[src/fppt_pkg.sv]
// ---------------------------------------------------------------------------
// fppt_pkg: shared constants and types of the frame period phase tracker
// Field widths, acceptance windows and the phase correction shift.
// ---------------------------------------------------------------------------
package fppt_pkg;

	// field widths
	localparam int TS_W     = 32;
	localparam int PERIOD_W = 16;

	// acceptance windows around the target period, in microseconds
	localparam int SEED_WINDOW  = 100;
	localparam int TRACK_WINDOW = 60;

	// phase correction keeps err - err/16
	localparam int ERR_SHIFT = 4;

	typedef logic [PERIOD_W-1:0]        period_t;
	typedef logic signed [PERIOD_W-1:0] phase_t;
	typedef logic [TS_W-1:0]            stamp_t;

endpackage

[src/fppt_in_if.sv]
// ---------------------------------------------------------------------------
// fppt_in_if: trigger request channel
// Valid/ready channel carrying the eye flag and the arrival timestamp.
// ---------------------------------------------------------------------------
interface fppt_in_if;

	logic            valid;
	logic            ready;
	logic            is_left_eye;
	fppt_pkg::stamp_t arrival_time_us;

	modport source (output valid, output is_left_eye, output arrival_time_us, input ready);
	modport sink   (input valid, input is_left_eye, input arrival_time_us, output ready);

endinterface

[src/fppt_out_if.sv]
// ---------------------------------------------------------------------------
// fppt_out_if: tracking result channel
// Valid/ready channel carrying the eye flag, average period and phase adjust.
// ---------------------------------------------------------------------------
interface fppt_out_if;

	logic              valid;
	logic              ready;
	logic              eye_left;
	fppt_pkg::period_t average_frame_period;
	fppt_pkg::phase_t  phase_adjust;

	modport source (output valid, output eye_left, output average_frame_period,
		output phase_adjust, input ready);
	modport sink   (input valid, input eye_left, input average_frame_period,
		input phase_adjust, output ready);

endinterface

[src/frame_period_phase_tracker_top.sv]
// ---------------------------------------------------------------------------
// frame_period_phase_tracker_top: frame period and phase tracker
// Tracks the trigger period, keeps a running average and reports phase error.
// ---------------------------------------------------------------------------
// Accepts one trigger request per clock unless the output stalls; stage 1,
// stage 2, stage 3 and the output register carry it. The rate is set by the
// average update, which is combinational: a three-term add, a multiply by
// the constant reciprocal of HISTORY_DEPTH and a window compare. The last
// HISTORY_DEPTH stamps live in a chain of cells that shifts once per trigger
// after the first; a result appears only after the chain has been refilled
// since the last clear. Writing target_period clears all tracking state.
// Stalled results only block input once every pipeline stage holds a request.
module frame_period_phase_tracker_top #(
	parameter int HISTORY_DEPTH = 64
) (
	input  logic                      clk,
	input  logic                      arst_n,
	input  logic                      cfg_we,
	input  logic [fppt_pkg::PERIOD_W-1:0] cfg_data,
	fppt_in_if.sink                   trigger,
	fppt_out_if.source                result
);

	localparam int PW        = fppt_pkg::PERIOD_W;
	localparam int LOG_N     = $clog2(HISTORY_DEPTH);
	localparam int PTR_W     = (LOG_N > 0) ? LOG_N : 1;
	// scaled average stays below 2^16 * HISTORY_DEPTH
	localparam int AVG_W     = PW + LOG_N;
	localparam int DIV_SHIFT = AVG_W + LOG_N;
	localparam int RECIP_W   = PW + 1 + LOG_N;
	localparam int PROD_W    = AVG_W + RECIP_W;
	localparam logic [63:0] RECIP_FULL =
		((64'd1 << DIV_SHIFT) + 64'(HISTORY_DEPTH) - 64'd1) / 64'(HISTORY_DEPTH);
	localparam logic [RECIP_W-1:0] RECIP = RECIP_FULL[RECIP_W-1:0];
	localparam logic [PTR_W-1:0]   PTR_LAST = PTR_W'(HISTORY_DEPTH - 1);

	// configuration and tracking state
	fppt_pkg::period_t   target_q;
	fppt_pkg::period_t   last_q;
	logic                last_valid_q;
	logic                avg_valid_q;
	logic                full_q;
	logic [PTR_W-1:0]    ptr_q;
	logic [AVG_W-1:0]    avg_q;
	fppt_pkg::period_t   avgq_q;

	// stage 1
	logic                v_s1;
	logic                eye_s1;
	logic                have_last_s1;
	fppt_pkg::period_t   now_s1;
	fppt_pkg::period_t   period_s1;
	logic                over_s1;
	logic                in_seed_s1;

	// stage 2
	logic                v_s2;
	logic                eye_s2;
	fppt_pkg::period_t   now_s2;
	fppt_pkg::period_t   avgq_s2;
	fppt_pkg::period_t   oldest_s2;
	fppt_pkg::period_t   avg16_s2;

	// stage 3
	logic                v_s3;
	logic                eye_s3;
	fppt_pkg::period_t   now_s3;
	fppt_pkg::period_t   avgq_s3;
	fppt_pkg::period_t   expected_s3;

	// output register
	logic                out_v_q;
	logic                out_eye_q;
	fppt_pkg::period_t   out_avg_q;
	fppt_pkg::phase_t    out_adj_q;

	// stage advance: a stage loads when empty or when its contents move on
	logic out_free, ld3, ld2, ld1, accept, step2;

	assign out_free = !out_v_q || result.ready;
	assign ld3      = !v_s3 || out_free;
	assign ld2      = !v_s2 || ld3;
	assign ld1      = !v_s1 || ld2;
	assign accept   = trigger.valid && ld1;
	assign step2    = v_s1 && ld2;

	assign trigger.ready = ld1;

	// stage 0: period and window flags
	fppt_pkg::period_t  now_in, period_in;
	logic signed [PW+1:0] t_ext, p_ext, seed_lo, seed_hi;
	logic               over_in, in_seed_in;

	always_comb begin
		now_in     = trigger.arrival_time_us[PW-1:0];
		period_in  = now_in - last_q;
		t_ext      = signed'({2'b00, target_q});
		p_ext      = signed'({2'b00, period_in});
		seed_lo    = t_ext - signed'((PW+2)'(fppt_pkg::SEED_WINDOW));
		seed_hi    = t_ext + signed'((PW+2)'(fppt_pkg::SEED_WINDOW));
		over_in    = {1'b0, period_in} > {target_q, 1'b0};
		in_seed_in = (p_ext >= seed_lo) && (p_ext <= seed_hi);
	end

	// stage 2: average update
	logic                 tzero, clr;
	logic                 av0, full0;
	logic [AVG_W-1:0]     avg0, cand, seed_avg, avg_n;
	fppt_pkg::period_t    q0, cq, q_n;
	logic [PTR_W-1:0]     ptr0, ptr_n;
	logic                 av_n, full_n, res2;
	logic [PROD_W-1:0]    prod;
	logic signed [PW+1:0] c_ext, trk_lo, trk_hi;
	logic                 track_ok;
	fppt_pkg::period_t    oldest;

	always_comb begin
		tzero    = (target_q == '0);
		clr      = have_last_s1 && over_s1;
		av0      = clr ? 1'b0 : avg_valid_q;
		full0    = clr ? 1'b0 : full_q;
		avg0     = clr ? '0 : avg_q;
		q0       = clr ? '0 : avgq_q;
		ptr0     = clr ? '0 : ptr_q;

		// candidate average and its quotient by HISTORY_DEPTH
		cand     = avg0 - AVG_W'(q0) + AVG_W'(period_s1);
		prod     = PROD_W'(cand) * PROD_W'(RECIP);
		cq       = prod[DIV_SHIFT +: PW];
		c_ext    = signed'({2'b00, cq});
		trk_lo   = t_ext - signed'((PW+2)'(fppt_pkg::TRACK_WINDOW));
		trk_hi   = t_ext + signed'((PW+2)'(fppt_pkg::TRACK_WINDOW));
		track_ok = tzero || ((c_ext >= trk_lo) && (c_ext <= trk_hi));
		seed_avg = AVG_W'(period_s1) * AVG_W'(HISTORY_DEPTH);

		if (av0) begin
			av_n  = 1'b1;
			avg_n = track_ok ? cand : avg0;
			q_n   = track_ok ? cq : q0;
		end else if (tzero || in_seed_s1) begin
			av_n  = 1'b1;
			avg_n = seed_avg;
			q_n   = period_s1;
		end else begin
			av_n  = 1'b0;
			avg_n = avg0;
			q_n   = q0;
		end

		// history fill count
		ptr_n  = (ptr0 == PTR_LAST) ? '0 : ptr0 + PTR_W'(1);
		full_n = full0 || (ptr0 == PTR_LAST);
		res2   = have_last_s1 && av0 && full0;
	end

	// history chain of cells
	fppt_history #(
		.DEPTH (HISTORY_DEPTH),
		.WIDTH (PW)
	) u_history (
		.clk        (clk),
		.shift_en   (step2 && have_last_s1),
		.shift_data (now_s1),
		.tail       (oldest)
	);

	// output stage: phase error and its correction
	fppt_pkg::phase_t err, adj;

	always_comb begin
		err = signed'(now_s3 - expected_s3);
		adj = err - (err >>> fppt_pkg::ERR_SHIFT);
	end

	// control state
	always_ff @(posedge clk or negedge arst_n) begin
		if (!arst_n) begin
			target_q     <= '0;
			last_valid_q <= 1'b0;
			avg_valid_q  <= 1'b0;
			full_q       <= 1'b0;
			ptr_q        <= '0;
			avg_q        <= '0;
			avgq_q       <= '0;
			v_s1         <= 1'b0;
			v_s2         <= 1'b0;
			v_s3         <= 1'b0;
			out_v_q      <= 1'b0;
		end else begin
			if (cfg_we) begin
				target_q     <= cfg_data;
				last_valid_q <= 1'b0;
				avg_valid_q  <= 1'b0;
				full_q       <= 1'b0;
				ptr_q        <= '0;
				avg_q        <= '0;
				avgq_q       <= '0;
			end else begin
				if (accept) begin
					last_valid_q <= 1'b1;
				end
				if (step2 && have_last_s1) begin
					avg_valid_q <= av_n;
					full_q      <= full_n;
					ptr_q       <= ptr_n;
					avg_q       <= avg_n;
					avgq_q      <= q_n;
				end
			end
			if (ld1) begin
				v_s1 <= accept;
			end
			if (ld2) begin
				v_s2 <= step2 && res2;
			end
			if (ld3) begin
				v_s3 <= v_s2;
			end
			if (out_free) begin
				out_v_q <= v_s3;
			end
		end
	end

	// payload registers
	always_ff @(posedge clk) begin
		if (accept) begin
			last_q       <= now_in;
			eye_s1       <= trigger.is_left_eye;
			have_last_s1 <= last_valid_q;
			now_s1       <= now_in;
			period_s1    <= period_in;
			over_s1      <= over_in;
			in_seed_s1   <= in_seed_in;
		end
		if (ld2) begin
			eye_s2    <= eye_s1;
			now_s2    <= now_s1;
			avgq_s2   <= q_n;
			oldest_s2 <= oldest;
			avg16_s2  <= avg_n[PW-1:0];
		end
		if (ld3) begin
			eye_s3      <= eye_s2;
			now_s3      <= now_s2;
			avgq_s3     <= avgq_s2;
			expected_s3 <= oldest_s2 + avg16_s2;
		end
		if (out_free) begin
			out_eye_q <= eye_s3;
			out_avg_q <= avgq_s3;
			out_adj_q <= adj;
		end
	end

	assign result.valid                = out_v_q;
	assign result.eye_left             = out_eye_q;
	assign result.average_frame_period = out_avg_q;
	assign result.phase_adjust         = out_adj_q;

endmodule

[src/fppt_cell.sv]
// ---------------------------------------------------------------------------
// fppt_cell: one timestamp cell of the history chain
// Holds one stored timestamp and passes it on to the next cell on a shift.
// ---------------------------------------------------------------------------
module fppt_cell #(
	parameter int WIDTH = 16
) (
	input  logic             clk,
	input  logic             shift_en,
	input  logic [WIDTH-1:0] d,
	output logic [WIDTH-1:0] q
);

	logic [WIDTH-1:0] data_q;

	// payload only, no reset
	always_ff @(posedge clk) begin
		if (shift_en) begin
			data_q <= d;
		end
	end

	assign q = data_q;

endmodule

[src/fppt_history.sv]
// ---------------------------------------------------------------------------
// fppt_history: chain of timestamp cells
// Each shift moves every stored stamp one cell on; the last cell holds the
// stamp written DEPTH shifts ago.
// ---------------------------------------------------------------------------
module fppt_history #(
	parameter int DEPTH = 64,
	parameter int WIDTH = 16
) (
	input  logic             clk,
	input  logic             shift_en,
	input  logic [WIDTH-1:0] shift_data,
	output logic [WIDTH-1:0] tail
);

	logic [WIDTH-1:0] tap [DEPTH];

	// cell 0 takes the new stamp, every other cell its left neighbor
	for (genvar i = 0; i < DEPTH; i++) begin : g_cell
		if (i == 0) begin : g_head
			fppt_cell #(.WIDTH(WIDTH)) u_cell (
				.clk      (clk),
				.shift_en (shift_en),
				.d        (shift_data),
				.q        (tap[i])
			);
		end else begin : g_body
			fppt_cell #(.WIDTH(WIDTH)) u_cell (
				.clk      (clk),
				.shift_en (shift_en),
				.d        (tap[i-1]),
				.q        (tap[i])
			);
		end
	end

	assign tail = tap[DEPTH-1];

endmodule

[src/flat_wrapper.sv]
// flat-port wrapper written by rule: the top's interface ports become plain ports
module frame_period_phase_tracker_top_flat 
#(
	parameter int HISTORY_DEPTH = 64
)
  (clk, arst_n, cfg_we, cfg_data, trigger_valid, trigger_is_left_eye, trigger_arrival_time_us, trigger_ready, result_valid, result_eye_left, result_average_frame_period, result_phase_adjust, result_ready);
  fppt_in_if trigger_i ();
  fppt_out_if result_i ();
  input  logic clk;
  input  logic arst_n;
  input  logic cfg_we;
  input  logic [fppt_pkg::PERIOD_W-1:0] cfg_data;
  input wire logic [$bits(trigger_i.valid)-1:0] trigger_valid;
  input wire logic [$bits(trigger_i.is_left_eye)-1:0] trigger_is_left_eye;
  input wire logic [$bits(trigger_i.arrival_time_us)-1:0] trigger_arrival_time_us;
  output wire logic [$bits(trigger_i.ready)-1:0] trigger_ready;
  output wire logic [$bits(result_i.valid)-1:0] result_valid;
  output wire logic [$bits(result_i.eye_left)-1:0] result_eye_left;
  output wire logic [$bits(result_i.average_frame_period)-1:0] result_average_frame_period;
  output wire logic [$bits(result_i.phase_adjust)-1:0] result_phase_adjust;
  input wire logic [$bits(result_i.ready)-1:0] result_ready;
  assign trigger_i.valid = trigger_valid;
  assign trigger_i.is_left_eye = trigger_is_left_eye;
  assign trigger_i.arrival_time_us = trigger_arrival_time_us;
  assign trigger_ready = trigger_i.ready;
  assign result_valid = result_i.valid;
  assign result_eye_left = result_i.eye_left;
  assign result_average_frame_period = result_i.average_frame_period;
  assign result_phase_adjust = result_i.phase_adjust;
  assign result_i.ready = result_ready;
  frame_period_phase_tracker_top #(.HISTORY_DEPTH(HISTORY_DEPTH)) u_core (.clk(clk), .arst_n(arst_n), .cfg_we(cfg_we), .cfg_data(cfg_data), .trigger(trigger_i), .result(result_i));
endmodule
[config.mk]
export PLATFORM = sky130hd
export DESIGN_NAME = frame_period_phase_tracker_top_flat
export DESIGN_NICKNAME = d
export VERILOG_FILES = /design/src/fppt_pkg.sv /design/src/fppt_in_if.sv /design/src/fppt_out_if.sv /design/src/frame_period_phase_tracker_top.sv /design/src/fppt_cell.sv /design/src/fppt_history.sv /design/src/flat_wrapper.sv
export SDC_FILE = /design/constraint.sdc
export NUM_CORES = 1
export LEC_CHECK = 0
export BUFFER_PORTS_ARGS = -buffer_cell sky130_fd_sc_hd__buf_2
export CAP_MARGIN = 20
export CORE_MARGIN = 5
export CORE_UTILIZATION = 45
export DETAILED_ROUTE_END_ITERATION = 8
export GPL_TIMING_DRIVEN = 0
export SYNTH_ARGS = -nofsm -noshare
export SYNTH_HDL_FRONTEND = slang
export SYNTH_SLANG_ARGS = --single-unit
[constraint.sdc]
create_clock -name clk -period 37 [get_ports clk]
set_clock_uncertainty 0.05 [all_clocks]
set_input_delay 1.85 -clock clk [delete_from_list [all_inputs] [get_ports clk]]
set_output_delay 1.85 -clock clk [all_outputs]
set_load 0.03 [all_outputs]
**After elaboration in Yosys (flattened, before gate mapping)**

Index checks and enable logic that the tools add are counted.

- Bits in read-only memories: 0
- Memory bits (writable): 0
- Memories: 0
- Output and inout bits: 35
- Word-level logic and storage cells: 159
- Latch bits: 0
- Register bits: 1274
- Input bits: 54

- Divide/modulo/power cells: 0
- Reduce and logical (&&, ||, !) cells: 23
- Multiplexer cells: 26
- Add/subtract/negate cells: 11
- Bitwise gates (word level): 0
- Multiply operators: 0
- Shift operators: 0
- Magnitude comparators: 5
- Equal/unequal tests: 1

Operator list:

| operator | count |
|---|---|
| two-way mux 22 bit | 6 |
| two-way mux 16 bit | 6 |
| greater-or-equal comparator 17 x 18 -> 1 bit | 2 |
| less-or-equal comparator 17 x 18 -> 1 bit | 2 |
| subtractor 16 bit | 2 |
| two-way mux 6 bit | 4 |
| adder 22 x 16 -> 22 bit | 1 |
| subtractor 22 x 16 -> 22 bit | 1 |
| adder 16 x 6 -> 17 bit (second input constant) | 1 |
| adder 16 x 7 -> 17 bit (second input constant) | 1 |
| greater-than comparator 16 x 17 -> 1 bit | 1 |
| subtractor 16 x 6 -> 17 bit (second input constant) | 1 |
| subtractor 16 x 7 -> 17 bit (second input constant) | 1 |
| adder 16 bit | 1 |
| logical NOT 16 bit | 1 |
| subtractor 16 x 12 -> 16 bit | 1 |
| two-way mux 1 bit | 10 |
| logical AND 1 bit | 9 |
| logical OR 1 bit | 7 |
| adder 6 x 1 -> 6 bit (second input constant) | 1 |
| == test 6 bit (second input constant) | 1 |
| logical NOT 1 bit | 4 |
| nonzero test 2 bit | 2 |

**Longest topological paths before layout**

- Word-level depth: 11
- Depth in mapped cells: 29
- Gate-level depth less buffers: 26

**By module**

Synthesis repeated with hierarchy kept, for this count alone.

- Cell total of the unflattened synthesis: 2585
- Area, all modules: 46803.6 µm²

By module, submodules not included:

| module | times used | cells each | area an instance (µm²) | sequential area each (µm²) |
|---|---|---|---|---|
| fppt_cell | 64 | 16 | 480.5 | 480.5 |
| frame_period_phase_tracker_top | 1 | 1561 | 16054.1 | 7171.9 |

**Worst setup path before layout**

OpenSTA, ideal clock, no wires.

- Kind: input port to flip-flop
- Start point: input result_ready
- End point: register u_core.ptr_q[2]
- Required time: 36745 ps
- Setup time: 205 ps
- Buffers on the path: 1
- Data arrival time: 35147 ps
- Path slack: 1598 ps
- Stages on the path: 8
- Cells stage by stage: nor2b_1 nand3_1 nand3_1 inv_1 clkbuf_1 o21ai_0 a32oi_1 nor2_1

- Cells in the longest elaborated chain, start to end: 6

RTL lines:

| item | RTL line | source |
|---|---|---|
| from (decl) | flat_wrapper.sv:21 | `input wire logic [$bits(result_i.ready)-1:0] result_ready;` |
| logical OR 1 bit | frame_period_phase_tracker_top.sv:80 | `assign out_free = !out_v_q \|\| result.ready;` |
| logical OR 1 bit | frame_period_phase_tracker_top.sv:81 | `assign ld3 = !v_s3 \|\| out_free;` |
| logical OR 1 bit | frame_period_phase_tracker_top.sv:82 | `assign ld2 = !v_s2 \|\| ld3;` |
| via u_core.ld2 | frame_period_phase_tracker_top.sv:78 | `logic out_free, ld3, ld2, ld1, accept, step2;` |
| logical AND 1 bit | frame_period_phase_tracker_top.sv:85 | `assign step2 = v_s1 && ld2;` |
| logical AND 1 bit | n/a |  |
| via u_core.u_history.g_cell[0].g_head.u_cell.shift_en | fppt_cell.sv:9 | `input logic shift_en,` |
| nonzero test 2 bit (no source line) | n/a |  |
| to (signal assigned) | frame_period_phase_tracker_top.sv:205 | `ptr_q <= ptr_n;` |
| to (decl) | frame_period_phase_tracker_top.sv:43 | `logic [PTR_W-1:0] ptr_q;` |

The timed path passes the listed nets, and every way through them passes these cells.
A chain may end at the register's enable or synchronous reset.

**Final worst setup path**

- Start point: register u_core.have_last_s1
- End point: register u_core.avgq_s2[1], data pin

- Cells in the longest elaborated chain, start to end: 9
- Elaborated cells between the ends (all ways): 13
- Classes of those cells: add/sub (2); order compare (2); mux (6); reduce/logical (3)

RTL lines:

| item | RTL line | source |
|---|---|---|
| from (decl) | frame_period_phase_tracker_top.sv:50 | `logic have_last_s1;` |
| from (signal assigned) | frame_period_phase_tracker_top.sv:230 | `have_last_s1 <= last_valid_q;` |
| logical AND 1 bit * | frame_period_phase_tracker_top.sv:119 | `clr = have_last_s1 && over_s1;` |
| two-way mux 22 bit or two-way mux 16 bit (tied branches) | frame_period_phase_tracker_top.sv:122, frame_period_phase_tracker_top.sv:123 |  |
| subtractor 22 x 16 -> 22 bit | frame_period_phase_tracker_top.sv:127 | `cand = avg0 - AVG_W'(q0) + AVG_W'(period_s1);` |
| adder 22 x 16 -> 22 bit | frame_period_phase_tracker_top.sv:127 |  |
| greater-or-equal comparator 17 x 18 -> 1 bit or less-or-equal comparator 17 x 18 -> 1 bit (tied branches) | frame_period_phase_tracker_top.sv:133 | `track_ok = tzero \|\| ((c_ext >= trk_lo) && (c_ext <= trk_hi));` |
| logical AND 1 bit | frame_period_phase_tracker_top.sv:133 |  |
| logical OR 1 bit | frame_period_phase_tracker_top.sv:133 |  |
| two-way mux 16 bit | frame_period_phase_tracker_top.sv:139 | `q_n = track_ok ? cq : q0;` |
| two-way mux 16 bit * | frame_period_phase_tracker_top.sv:136 | `if (av0) begin` |
| via u_core.q_n[1] | frame_period_phase_tracker_top.sv:109 | `fppt_pkg::period_t q0, cq, q_n;` |
| to (signal assigned) | frame_period_phase_tracker_top.sv:239 | `avgq_s2 <= q_n;` |
| to (decl) | frame_period_phase_tracker_top.sv:60 | `fppt_pkg::period_t avgq_s2;` |

Mark *: on every way through the listed nets, which the timed path passes. The rest lies on a longest branch.

==> impl_metrics.toml <==
[outcome]
status = "finished clean"

[timing]
fin_ws_ns = 28.07
worstMarginPinSlew_ns = 1.21
period_share = 0.241
hold_slack_ns = 0.329
finalCriticalPeriod_ns = 8.93
drv_slew = 0
rsz0062_at_grt = "no"
setup_viol = 0
hold_viol = 0
fmax_ghz = 0.112
relSlewSlack = 0.193

[die]
die_y_um = 332
die_area_sq_um = 110000
start_util = 0.452
io_pins = 89
die_w_um = 332
rows = 118
design.core.area_sq_um = 103000

[finish]
multiInputGateArea_sq_um = 7910
syn2layout_area_growth_pct = 14.8
final_nets = 3059
instances_no_fill = 4312
fill_cells = 8238
drive_gt1_frac = 0.102
seq_area_sq_um = 37900

[setup_path]
cp_num_buf_inv = 5
cpMaxStageDelayCell = "xor2_1"
max_stage_delay_ns = 0.97
cp_max_fo = 10
crit_family = "buffers and inverters"
crit_path_end_kind = "flip-flop"
arrival_ns = 9.31
start_kind = "flip-flop"
crit_type = "reg -> reg"
cp_data_required_time_ns = 37.38

[clock_network]
clock_sinks = 1274
htreeDepth = 4
post_cts_buffers = 0
cts_buffers = 131
cts.repair.resized = 0
cts.clk_slew.worst_paths_ns = 0.06
hold_buffers = 0
clock_path_buffers = 3
clkLatencyLatePin_ns = 0.74
cts_tree = "yes"
cts_root_buf = "clkbuf_16"

[placed_design]
placed_cells = 4075
post-dp-hpwl_um = 59900
gp_congestion = 0.853
dp_slack_ns = 27.71
portBuffers = 72

[pwr]
ir_drop_mv = 0.0568
p_switching_mw = 1.21
leakage_nw = 18.2
combPwrFrac = 0.235
seq_power_share = 0.444
clockPowerShare = 0.320
swShare = 0.305
powerDensity_nw_per_um2 = 74.0
p_int_mw = 2.75

[logic_synthesis]
postSynthCellCount = 2602
synthTopCellsByArea = "edfxtp_1, ha_1, dfrtp_1"
synth-edff-count = 1207
synth_commonest_cells = "edfxtp_1, inv_1, ha_1"
ys_ff_latch = 1274
avgSynthCellArea_sq_um = 17.9
ys_async_sr_fraction = 0.0526
synth_top_area_share = 0.777
synth_most_common_cell = "edfxtp_1"
yosysTopAreaCell = "edfxtp_1"
synth_area_sq_um = 46700
ys_seq_area_frac = 0.813
yosysUniqueCellTypes = 79
syn_nets = 2831
synthFlopType = "edfxtp_1"
ys_warn_count = 0

[route]
drt-initial-drc-count = 1894
vias_per_cell = 5.16
num_vias = 22300
drtAntennaViolNets = 0
routed_wl_um = 91600
post_drt_wl_per_cell_um = 21.2
remaining_drc_errors = 0
dr.pass1.iters = 6

[global_route]
grt_pass1_wl_um = 138000
grt_pass1_vias = 22300
grt_remaining_overflow = 0
grt_max_degree = 78
track_usage = 0.164
antenna_found_initial = 1

[hold_path]
min_path_type = "reg -> reg"

[run]
cap_violations = 0
kinds of logic after synthesis:
group	synth area share
mux	0.000483
xor+xnor	0.0202
buf+inv	0.0182
fa+ha+maj	0.0502
simple gates	0.0435
compound gates	0.0548
flops	0.813
state kept, by name (all words and copies together) (netlist names), 6 cells and up:
register / cells
u_core.u_history.g_cell.g_body.u_cell.q: 1008
u_core.avg_q: 22
u_core.avg16_s2: 16
u_core.avgq_q: 16
u_core.avgq_s2: 16
u_core.avgq_s3: 16
u_core.expected_s3: 16
u_core.now_s1: 16
u_core.now_s2: 16
u_core.now_s3: 16
u_core.oldest_s2: 16
u_core.period_s1: 16
u_core.result.average_frame_period: 16
u_core.result.phase_adjust: 16
u_core.target_q: 16
u_core.u_history.g_cell.g_head.u_cell.q: 16
u_core.ptr_q: 6
power groups by stage:
| stage | clock network, mW | registers, mW | logic [mW] |
|---|---|---|---|
| 6_report | 1.27 | 1.76 | 0.932 |
| 5_1_grt | 1.38 | 1.77 | 1.03 |
| 4_1_cts | 1.32 | 1.76 | 0.927 |
| 3_5_place_dp | 0 | 1.79 | 0.920 |
| 3_3_place_gp | 0 | 1.88 | 0.899 |
| 2_1_floorplan | 0 | 1.87 | 0.590 |
per-layer routing:
metal / vias to the layer above / global-route usage / part of all wire
li1: 10400 / - / -
met1: 11200 / 0.256 / 0.50
met2: 527 / 0.239 / 0.43
met3: 146 / 0.0331 / 0.050
met4: 0 / 0.0429 / 0.019
met5: - / 0 / 0
path summary, 6_finish.rpt:
path | start | end | slack [ns] | cells after the start
hold reg to reg | u_core.avgq_s2[0]$_DFFE_PP_ | u_core.avgq_s3[0]$_DFFE_PP_ | 0.33 | 0
hold / removal | u_core.avgq_s2[0]$_DFFE_PP_ | u_core.avgq_s3[0]$_DFFE_PP_ | 0.33 | 0
max in group asynchronous | arst_n | u_core.avg_q[17]$_DFFE_PN0P_ | 35.33 | 2
min in group asynchronous | arst_n | u_core.target_q[0]$_DFFE_PN0P_ | 0.91 | 1
setup / recovery | u_core.have_last_s1$_DFFE_PP_ | u_core.avgq_s2[1]$_DFFE_PP_ | 28.07 | 26
setup reg to reg | u_core.have_last_s1$_DFFE_PP_ | u_core.avgq_s2[1]$_DFFE_PP_ | 28.07 | 26
worst reg2reg max path, cell delays in order, from the launching register on:
cell and delay (ns):
edfxtp_1 0.42, nand2_1 0.11, clkbuf_1 0.46, clkbuf_1 0.73
buf_1 0.51, nand2_1 0.14, fa_1 0.50, inv_1 0.05
ha_1 0.33, or4_1 0.54, nand3_1 0.12, o21ba_1 0.21
a221o_1 0.45, xor2_1 0.97, ha_1 0.41, nand2_1 0.09
nor2_1 0.05, a21oi_1 0.11, o311a_1 0.20, nor2_1 0.07
maj3_1 0.35, a31oi_1 0.23, o21ai_1 0.22, nand3_2 0.27
buf_2 0.34, nor2_1 0.10, a211oi_1 0.60
cell usage in the layout (no fill, tap or decap), drive strengths merged, types with 11 or more instances in the layout:
cell type     n
xnor2        89
a21o         29
a31oi        34
xor2         16
nor3         17
ha          156
clkbuf      200
nor2        116
dfrtp        67
nand3        31
o21a         17
fa           19
nand2       148
o21ai        92
buf         105
a21oi        87
a211oi       18
nand2b       17
edfxtp     1207
nand4        21
nor2b        17
a21boi       16
o32a         11
inv         174
and2         12
clkinv       58
or3          13
final cells by class:
| class | instances | share of cell area |
|---|---|---|
| tap | 1380 | 0.0322 |
| multi-input combinational | 1106 | 0.148 |
| timing repair buffer | 95 | 0.0173 |
| clock buffer | 162 | 0.0634 |
| antenna | 2 | 0.0000934 |
| buffer | 48 | 0.00374 |
| clock inverter | 71 | 0.0154 |
| inverter | 174 | 0.0122 |
| sequential | 1274 | 0.708 |
metrics by stage:
stage | power, mW | setup TNS (ns) | area (sq um) | utilization
floorplan | 2.46 | 0 | 46700 | -
global placement | 2.78 | -6986.27 | 48800 | 0.472
detailed placement | 2.71 | 0 | 49300 | 0.478
CTS | 4.01 | 0 | 53500 | 0.519
global route | 4.18 | 0 | 53600 | 0.519
finish | 3.96 | 0 | 53600 | 0.519
Note: power is estimated with default switching activity, not from simulation.
